`src/design/assert_macros.svh`:
```
// Assertion macros used by the design files (included by mp3_vbr_header_parser).
`ifndef ASSERT_MACROS_SVH
`define ASSERT_MACROS_SVH

// Same-cycle implication, checked outside reset.
`define ASSERT_IMPLY(label, clk, rst, ante, cons) \
   label: assert property (@(posedge clk) disable iff (rst) (ante) |-> (cons)) \
      else $error("assertion failed: implication");

// Next-cycle implication, checked outside reset.
`define ASSERT_NEXT(label, clk, rst, ante, cons) \
   label: assert property (@(posedge clk) disable iff (rst) (ante) |=> (cons)) \
      else $error("assertion failed: next-cycle implication");

`endif

```
`src/design/mvhp_pkg.sv`:
```
// Types and constants for the MP3 VBR header parser.
package mvhp_pkg;

   localparam logic [31:0] TAG_XING = 32'h5869_6E67;
   localparam logic [31:0] TAG_INFO = 32'h496E_666F;
   localparam logic [31:0] TAG_VBRI = 32'h5642_5249;

   localparam logic [7:0] SIDE_M1_MONO   = 8'd21;  // 4 + 17
   localparam logic [7:0] SIDE_M1_STEREO = 8'd36;  // 4 + 32
   localparam logic [7:0] SIDE_M2_MONO   = 8'd13;  // 4 + 9
   localparam logic [7:0] SIDE_M2_STEREO = 8'd21;  // 4 + 17

   localparam logic [7:0] VBRI_AT       = 8'd36;
   localparam logic [7:0] VBRI_TAG_END  = 8'd39;
   localparam logic [7:0] VBRI_BYTES_AT = 8'd49;
   localparam logic [7:0] VBRI_FRMS_AT  = 8'd53;
   localparam logic [7:0] VBRI_LAST_MIN = 8'd61;  // frame length 62
   localparam logic [7:0] SHORT_LAST    = 8'd39;  // frame length 40
   localparam logic [7:0] POS_MAX       = 8'd255;

   localparam int unsigned TOC_LEN = 100;
   localparam int unsigned TOC_AW  = $clog2(TOC_LEN);

   localparam logic [1:0] KIND_NONE = 2'd0;
   localparam logic [1:0] KIND_XING = 2'd1;
   localparam logic [1:0] KIND_VBRI = 2'd2;

   localparam logic ACT_BYTE = 1'b0;
   localparam logic ACT_TOC  = 1'b1;

   // flag bit order: frames, bytes, TOC
   localparam int unsigned FLAG_FRAMES = 0;
   localparam int unsigned FLAG_BYTES  = 1;
   localparam int unsigned FLAG_TOC    = 2;

   typedef struct packed {
      logic [1:0]  header_kind;
      logic        frames_valid;
      logic [31:0] frame_count;
      logic        bytes_valid;
      logic [31:0] byte_count;
      logic        toc_valid;
      logic [7:0]  toc_entry;
   } rsp_type;

endpackage

```
`src/design/mp3_vbr_header_parser.sv`:
```
// A summary or TOC read word passes through the read stage and then the output register.
// Throughput: one word per cycle while req_ready is high; a TOC read is one port of the TOC memory.
// Two result words can be held (read stage and output register) before req_ready drops.
// Synchronous active-high reset clears the frame position, the parse state and
// the result pipeline; the TOC memory holds garbage until a frame writes it.
`include "assert_macros.svh"

module mp3_vbr_header_parser import mvhp_pkg::*; (
   input  logic              clock,
   input  logic              reset,
   input  logic              req_valid,
   output logic              req_ready,
   input  logic              req_action,
   input  logic [7:0]        req_frame_byte,
   input  logic              req_is_mono,
   input  logic              req_last_byte,
   input  logic [TOC_AW-1:0] req_toc_index,
   output logic              rsp_valid,
   input  logic              rsp_ready,
   output logic [1:0]        rsp_header_kind,
   output logic              rsp_frames_valid,
   output logic [31:0]       rsp_frame_count,
   output logic              rsp_bytes_valid,
   output logic [31:0]       rsp_byte_count,
   output logic              rsp_toc_valid,
   output logic [7:0]        rsp_toc_entry
);

   // parse state
   logic [7:0]  pos_ff, pos_in;
   logic        mpeg1_ff, mpeg1_in;
   logic [31:0] win_ff, win_in;
   logic [2:0]  flags_ff, flags_in;
   logic [31:0] frames_ff, frames_in;
   logic [31:0] bytes_ff, bytes_in;
   logic [2:0]  marks_ff, marks_in;
   logic [1:0]  kind_ff, kind_in;
   logic        toc_rdy_ff, toc_rdy_in;

   // result pipeline
   logic        s1_valid_ff, s1_valid_in;
   rsp_type     s1_res_ff, s1_res_in;
   logic        s1_toc_ok_ff, s1_toc_ok_in;
   logic        out_valid_ff, out_valid_in;
   rsp_type     out_res_ff, out_res_in;

   logic [7:0]  toc_mem [TOC_LEN];
   logic [7:0]  rd_data_ff;

   logic        accept, is_byte, is_read, new_frame, s1_advance, produce;
   logic [7:0]  off, tstart, toc_off;
   logic        toc_we, toc_ok;
   logic [TOC_AW-1:0] rd_addr;
   rsp_type     sum_res;

   assign s1_advance = !out_valid_ff || rsp_ready;
   assign req_ready  = !s1_valid_ff || s1_advance;
   assign accept     = req_valid && req_ready;
   assign is_byte    = accept && (req_action == ACT_BYTE);
   assign is_read    = accept && (req_action == ACT_TOC);
   assign new_frame  = (pos_ff == 8'd0);
   assign produce    = is_read || (is_byte && req_last_byte);

   always_comb begin
      logic [1:0]  k;
      logic [2:0]  fl;
      logic [2:0]  mk;
      logic [31:0] fr;
      logic [31:0] by;
      logic        m1;
      k  = new_frame ? KIND_NONE : kind_ff;
      fl = new_frame ? 3'd0 : flags_ff;
      mk = new_frame ? 3'd0 : marks_ff;
      fr = new_frame ? 32'd0 : frames_ff;
      by = new_frame ? 32'd0 : bytes_ff;
      m1 = new_frame ? 1'b0 : mpeg1_ff;

      win_in = {(new_frame ? 24'd0 : win_ff[23:0]), req_frame_byte};
      if (pos_ff == 8'd1) begin
         m1 = (req_frame_byte[4:3] == 2'b11);
      end

      if (m1) begin
         off = req_is_mono ? SIDE_M1_MONO : SIDE_M1_STEREO;
      end else begin
         off = req_is_mono ? SIDE_M2_MONO : SIDE_M2_STEREO;
      end

      if (pos_ff == off + 8'd3 && (win_in == TAG_XING || win_in == TAG_INFO)) begin
         k = KIND_XING;
      end
      if (pos_ff == off + 8'd7 && k == KIND_XING) begin
         fl = win_in[2:0];
      end

      tstart  = off + 8'd8 + (fl[FLAG_FRAMES] ? 8'd4 : 8'd0)
                + (fl[FLAG_BYTES] ? 8'd4 : 8'd0);
      toc_off = pos_ff - tstart;
      toc_we  = 1'b0;

      if (k == KIND_XING && pos_ff > off + 8'd7) begin
         if (fl[FLAG_FRAMES] && pos_ff == off + 8'd11) begin
            fr = win_in;
            mk[FLAG_FRAMES] = 1'b1;
         end
         if (fl[FLAG_BYTES] && pos_ff == tstart - (fl[FLAG_BYTES] ? 8'd1 : 8'd0)) begin
            by = win_in;
            mk[FLAG_BYTES] = 1'b1;
         end
         if (fl[FLAG_TOC] && pos_ff >= tstart && toc_off < 8'(TOC_LEN)) begin
            toc_we = is_byte;
            if (toc_off == 8'(TOC_LEN - 1)) begin
               mk[FLAG_TOC] = 1'b1;
            end
         end
      end

      if (off == VBRI_AT && pos_ff == VBRI_TAG_END && k == KIND_NONE
          && win_in == TAG_VBRI) begin
         k = KIND_VBRI;
      end
      if (k == KIND_VBRI) begin
         if (pos_ff == VBRI_BYTES_AT) begin
            by = win_in;
         end
         if (pos_ff == VBRI_FRMS_AT) begin
            fr = win_in;
         end
      end

      kind_in   = k;
      flags_in  = fl;
      marks_in  = mk;
      frames_in = fr;
      bytes_in  = by;
      mpeg1_in  = m1;

      if (req_last_byte) begin
         pos_in = 8'd0;
      end else if (pos_ff != POS_MAX) begin
         pos_in = pos_ff + 8'd1;
      end else begin
         pos_in = pos_ff;
      end

      // summary on the last byte
      sum_res = '0;
      if (pos_ff >= SHORT_LAST) begin
         if (k == KIND_XING && pos_ff >= off + 8'd7) begin
            sum_res.header_kind  = KIND_XING;
            sum_res.frames_valid = mk[FLAG_FRAMES];
            sum_res.frame_count  = mk[FLAG_FRAMES] ? fr : 32'd0;
            sum_res.bytes_valid  = mk[FLAG_BYTES];
            sum_res.byte_count   = mk[FLAG_BYTES] ? by : 32'd0;
            sum_res.toc_valid    = mk[FLAG_TOC];
         end else if (k == KIND_VBRI && pos_ff >= VBRI_LAST_MIN) begin
            sum_res.header_kind  = KIND_VBRI;
            sum_res.frames_valid = 1'b1;
            sum_res.frame_count  = fr;
            sum_res.bytes_valid  = 1'b1;
            sum_res.byte_count   = by;
         end
      end

      if (req_last_byte) begin
         toc_rdy_in = sum_res.toc_valid;
      end else if (new_frame) begin
         toc_rdy_in = 1'b0;
      end else begin
         toc_rdy_in = toc_rdy_ff;
      end
   end

   assign toc_ok  = toc_rdy_ff && (req_toc_index < TOC_AW'(TOC_LEN));
   assign rd_addr = toc_ok ? req_toc_index : '0;

   always_ff @(posedge clock) begin
      if (toc_we) begin
         toc_mem[toc_off[TOC_AW-1:0]] <= req_frame_byte;
      end
      if (is_read) begin
         rd_data_ff <= toc_mem[rd_addr];
      end
   end

   always_comb begin
      s1_valid_in  = s1_valid_ff;
      s1_res_in    = s1_res_ff;
      s1_toc_ok_in = s1_toc_ok_ff;
      out_valid_in = out_valid_ff;
      out_res_in   = out_res_ff;
      if (s1_advance) begin
         out_valid_in = s1_valid_ff;
         out_res_in   = s1_res_ff;
         out_res_in.toc_entry = s1_toc_ok_ff ? rd_data_ff : 8'd0;
         s1_valid_in  = 1'b0;
      end
      if (produce) begin
         s1_valid_in  = 1'b1;
         s1_res_in    = is_read ? '0 : sum_res;
         s1_toc_ok_in = is_read && toc_ok;
      end
   end

   always_ff @(posedge clock) begin
      if (reset) begin
         pos_ff       <= 8'd0;
         mpeg1_ff     <= 1'b0;
         flags_ff     <= 3'd0;
         marks_ff     <= 3'd0;
         kind_ff      <= KIND_NONE;
         toc_rdy_ff   <= 1'b0;
         s1_valid_ff  <= 1'b0;
         s1_toc_ok_ff <= 1'b0;
         out_valid_ff <= 1'b0;
      end else begin
         if (is_byte) begin
            pos_ff     <= pos_in;
            mpeg1_ff   <= mpeg1_in;
            flags_ff   <= flags_in;
            marks_ff   <= marks_in;
            kind_ff    <= kind_in;
            toc_rdy_ff <= toc_rdy_in;
         end
         s1_valid_ff  <= s1_valid_in;
         s1_toc_ok_ff <= s1_toc_ok_in;
         out_valid_ff <= out_valid_in;
      end
   end

   always_ff @(posedge clock) begin
      if (is_byte) begin
         win_ff    <= win_in;
         frames_ff <= frames_in;
         bytes_ff  <= bytes_in;
      end
      s1_res_ff  <= s1_res_in;
      out_res_ff <= out_res_in;
   end

   assign rsp_valid        = out_valid_ff;
   assign rsp_header_kind  = out_res_ff.header_kind;
   assign rsp_frames_valid = out_res_ff.frames_valid;
   assign rsp_frame_count  = out_res_ff.frame_count;
   assign rsp_bytes_valid  = out_res_ff.bytes_valid;
   assign rsp_byte_count   = out_res_ff.byte_count;
   assign rsp_toc_valid    = out_res_ff.toc_valid;
   assign rsp_toc_entry    = out_res_ff.toc_entry;

   `ASSERT_NEXT(a_last_restarts, clock, reset, is_byte && req_last_byte, pos_ff == 8'd0)
   `ASSERT_IMPLY(a_toc_needs_xing, clock, reset, rsp_valid && rsp_toc_valid,
                 rsp_header_kind == KIND_XING)
   `ASSERT_IMPLY(a_entry_only_on_read, clock, reset, rsp_valid && rsp_toc_entry != 8'd0,
                 rsp_header_kind == KIND_NONE && !rsp_toc_valid)
   `ASSERT_IMPLY(a_frames_gated, clock, reset, rsp_valid && !rsp_frames_valid,
                 rsp_frame_count == 32'd0)
   `ASSERT_IMPLY(a_toc_write_idle, clock, reset, toc_we, !toc_rdy_ff || new_frame)

endmodule
```
`config.mk`:
```
export PLATFORM = sky130hd
export DESIGN_NAME = mp3_vbr_header_parser
export DESIGN_NICKNAME = d
export VERILOG_FILES = /design/src/design/mvhp_pkg.sv /design/src/design/mp3_vbr_header_parser.sv
export VERILOG_INCLUDE_DIRS = /design/src /design/src/design
export SDC_FILE = /design/constraint.sdc
export NUM_CORES = 1
export LEC_CHECK = 0
export BUFFER_PORTS_ARGS = -buffer_cell sky130_fd_sc_hd__buf_2
export CAP_MARGIN = 40
export CORE_ASPECT_RATIO = 0.9
export CORE_UTILIZATION = 30
export CTS_CLUSTER_SIZE = 12
export DETAILED_ROUTE_END_ITERATION = 16
export PLACE_DENSITY_LB_ADDON = 0.3
export SYNTH_ARGS = -nofsm -noshare
export SYNTH_HDL_FRONTEND = slang
export SYNTH_SLANG_ARGS = --single-unit
```
`constraint.sdc`:
```
create_clock -name clock -period 6.4 [get_ports clock]
set_input_delay 0.32 -clock clock [delete_from_list [all_inputs] [get_ports clock]]
set_output_delay 0.32 -clock clock [all_outputs]
set_load 0.02 [all_outputs]
```
==> results.cfg <==
[status]
status = finished, final reports clean

[synthesis]
async_flop_share = 0
synth_cells = 2983
ys_seq_elements = 1063
synth_edf_count = 1042
yosys.cell_types.count = 69
synth_area_leaders = edfxtp_1 (73%), mux2i_1 (4.7%), nand2_1 (2.7%), nor2_1 (2.3%), a21oi_1 (1.6%)
yosysWarnings = 0
synth.most_common_cell = edfxtp_1
synthFlopType = edfxtp_1
synth_common_cells = edfxtp_1 (1042), nand2_1 (308), nor2_1 (267), mux2i_1 (200), a21oi_1 (140)
syn_area_sq_um = 43000
synth_area_per_cell_sq_um = 14.4
synth.yosys.seq_area_share = 0.738
synth_top_cell_by_area = edfxtp_1
yosysTopAreaCellShare = 0.728
synth_fp_nets = 3031

[setup_path]
path_class = flip-flop to flip-flop
required_ps = 6810
r2r_cells = 31
worst_path_dominant_cell_family = simple AND/OR/NAND/NOR gates
critical_path.max_stage_delay_ps = 410
reg2reg_from = pos_ff[6]
crit_slowest_cell = ha_2
worst_r2r_endpoint = toc_mem[90][2]
crit_arrival_ps = 6570
r2r_slack_ps = 240
cp.buffers_inverters = 8
critPathLaunchType = flip-flop
endpoint_kind = flip-flop
path_max_fanout = 8

[placement]
place_area_sq_um = 47800
place.port_buffers = 100
place_congestion = 0.850
hpwlAfterDp_um = 78400

[finish]
finalInstanceArea_sq_um = 51600
final_nets = 3272
layout-drive-gt1-share = 0.189
fill_cells = 13496
area_growth_pct = 20.0

[floorplanning]
row_count = 131
die_y_um = 361
fp.coreArea_sq_um = 142000
die_width_um = 401
start_util = 0.303
io_pins = 101
die_area_sq_um = 145000

[power_and_ir_drop]
irDropWorstVdd_mv = 0.198
power_leakage_nw = 17.9
power_mw = 14.5
p_per_area_nw_per_um2 = 281

[route]
wire_per_inst_um = 23.7
totalWireLength_um = 123000
first_pass_iters = 5
drc = 0
vias_per_cell = 5.12
drt-initial-drc-count = 2790
via_count = 26450
antenna_left = 0

[clock_tree]
clk_pin_slew_ps = 60
clk_latency_ps = 700
cts_buffers = 110
cts_root_buf = clkbuf_16
cts_tree = yes
htree_levels = 3
cts_buffer_depth = 3
clock-sinks = 1063

[sta]
fin_hold_ws_ps = 99.5
worst_pin_slew_ps = 885
max_slew_margin = 0.405
hold_violations = 0
fin_skew_ps = 26.8
fmax_mhz = 162
period_needed_ps = 6160
setup_violations = 0
timing.final.crit_share = 0.963
report.final.slew_viol_count = 0

[min_path]
hold_class = input port to flip-flop
min_from = req_frame_byte[2]
min_path_cells = 2
hold-path-endpoint = toc_mem[5][2]

[global_route]
grt_pass1_wl_um = 178000
grt_pass1_vias = 26058
grt_max_degree = 104
antenna_found_initial = 3
grt_overflow_total = 0
track_usage = 0.165

[flow_run]
maxCapViolations = 0
-- worst max path at each step --
| stage | start | end | slack (ps) | cells after the start |
|---|---|---|---|---|
| global placement | pos_ff[7] | toc_mem[90][0] | 6 | 32 |
| floorplan | pos_ff[2] | toc_mem[18][0] | -50 | 29 |
| finish | pos_ff[6] | toc_mem[90][2] | 240 | 31 |
| global route | pos_ff[0] | toc_mem[90][6] | -40 | 32 |
| detailed placement | pos_ff[7] | toc_mem[71][2] | 20 | 30 |
| CTS | pos_ff[7] | toc_mem[70][1] | 8 | 30 |
-- placed cells by master (no fill, tap or decap), types with 18 or more instances in the layout --
master     instances
mux2i_1          200
a31oi_1           45
nor2_4            24
o21ai_0          125
nor3_1            41
nor2_1           220
nand3_1           96
inv_1             21
mux2_2            24
a21oi_1          134
edfxtp_1        1042
nand2b_1          25
buf_2             91
clkbuf_1          34
ha_1              18
and2_1            33
nor3_4            36
nor2_2            23
dfxtp_1           19
a211oi_1          36
nand2_1          303
o221ai_1          71
clkbuf_16        114
buf_4            175
buf_12            31
o211ai_1          24
-- metrics by stage --
stage	setup slack [ps]	util	setup TNS (ps)	cells
after floorplan	-52.6	-	-7680	2983
after global placement	5.56	0.336	0	4955
after detailed placement	24.5	0.337	0	4959
after CTS	7.85	0.361	0	5151
after global routing	-35.4	0.363	-268	5162
final	238	0.363	0	5163
-- cell type report --
class                           instances  area, sq um  area share
Sequential cell                      1063        31700       0.615
Multi-Input combinational cell       1715        11500       0.222
Clock buffer                          146         2930      0.0568
Timing Repair Buffer                  308         2590      0.0502
Tap cell                             1862         2330      0.0452
Clock inverter                         42          457     0.00885
Inverter                               26          103     0.00199
Antenna cell                            1         2.50   0.0000485
-- sequential cells by signal, summed over array words and instances, names as in the netlist, 24 cells and up --
name and count:
bytes_ff 32, frames_ff 32, rsp_byte_count 32, rsp_frame_count 32, s1_res_ff 69, toc_mem 800, win_ff 24
-- power breakdown --
| part | internal, mW | total [mW] | switching (mW) |
|---|---|---|---|
| logic | 0.150 | 0.576 | 0.427 |
| clock network | 3.52 | 6.16 | 2.64 |
| registers | 7.73 | 7.77 | 0.0373 |
-- cell families (layout without fill, tap and decap cells) --
group                    count (synthesis)  count (layout)  share of synthesized area
AND/OR/NAND/NOR                        911             911                     0.0962
XOR/XNOR                                27              27                    0.00550
AO/OA/AOI/OAI                          518             518                     0.0772
buffers and inverters                  205             522                     0.0187
adder cells (fa/ha/maj)                 27              27                    0.00780
other                                    0               1                          0
flip-flops                            1063            1063                      0.738
multiplexers                           232             232                     0.0570
-- repair_timing --
action	4_1_cts	5_1_grt
buffers inserted	0	9
setup endpoints to repair	8	855
pin swaps	1	20
gates cloned	0	2
gates resized for setup	0	49
hold buffers	4	0
endpoints found under the hold margin	7	0
-- per-layer routing --
metal	routed length (um)	part of all wire	track usage	vias to the layer above
met1	54700	0.45	0.233	13454
li1	-	-	-	11909
met2	57500	0.47	0.267	920
met5	8	0.000065	0	-
met4	2800	0.023	0.0467	2
met3	7560	0.062	0.0211	165
(Power assumes the default switching activity.)
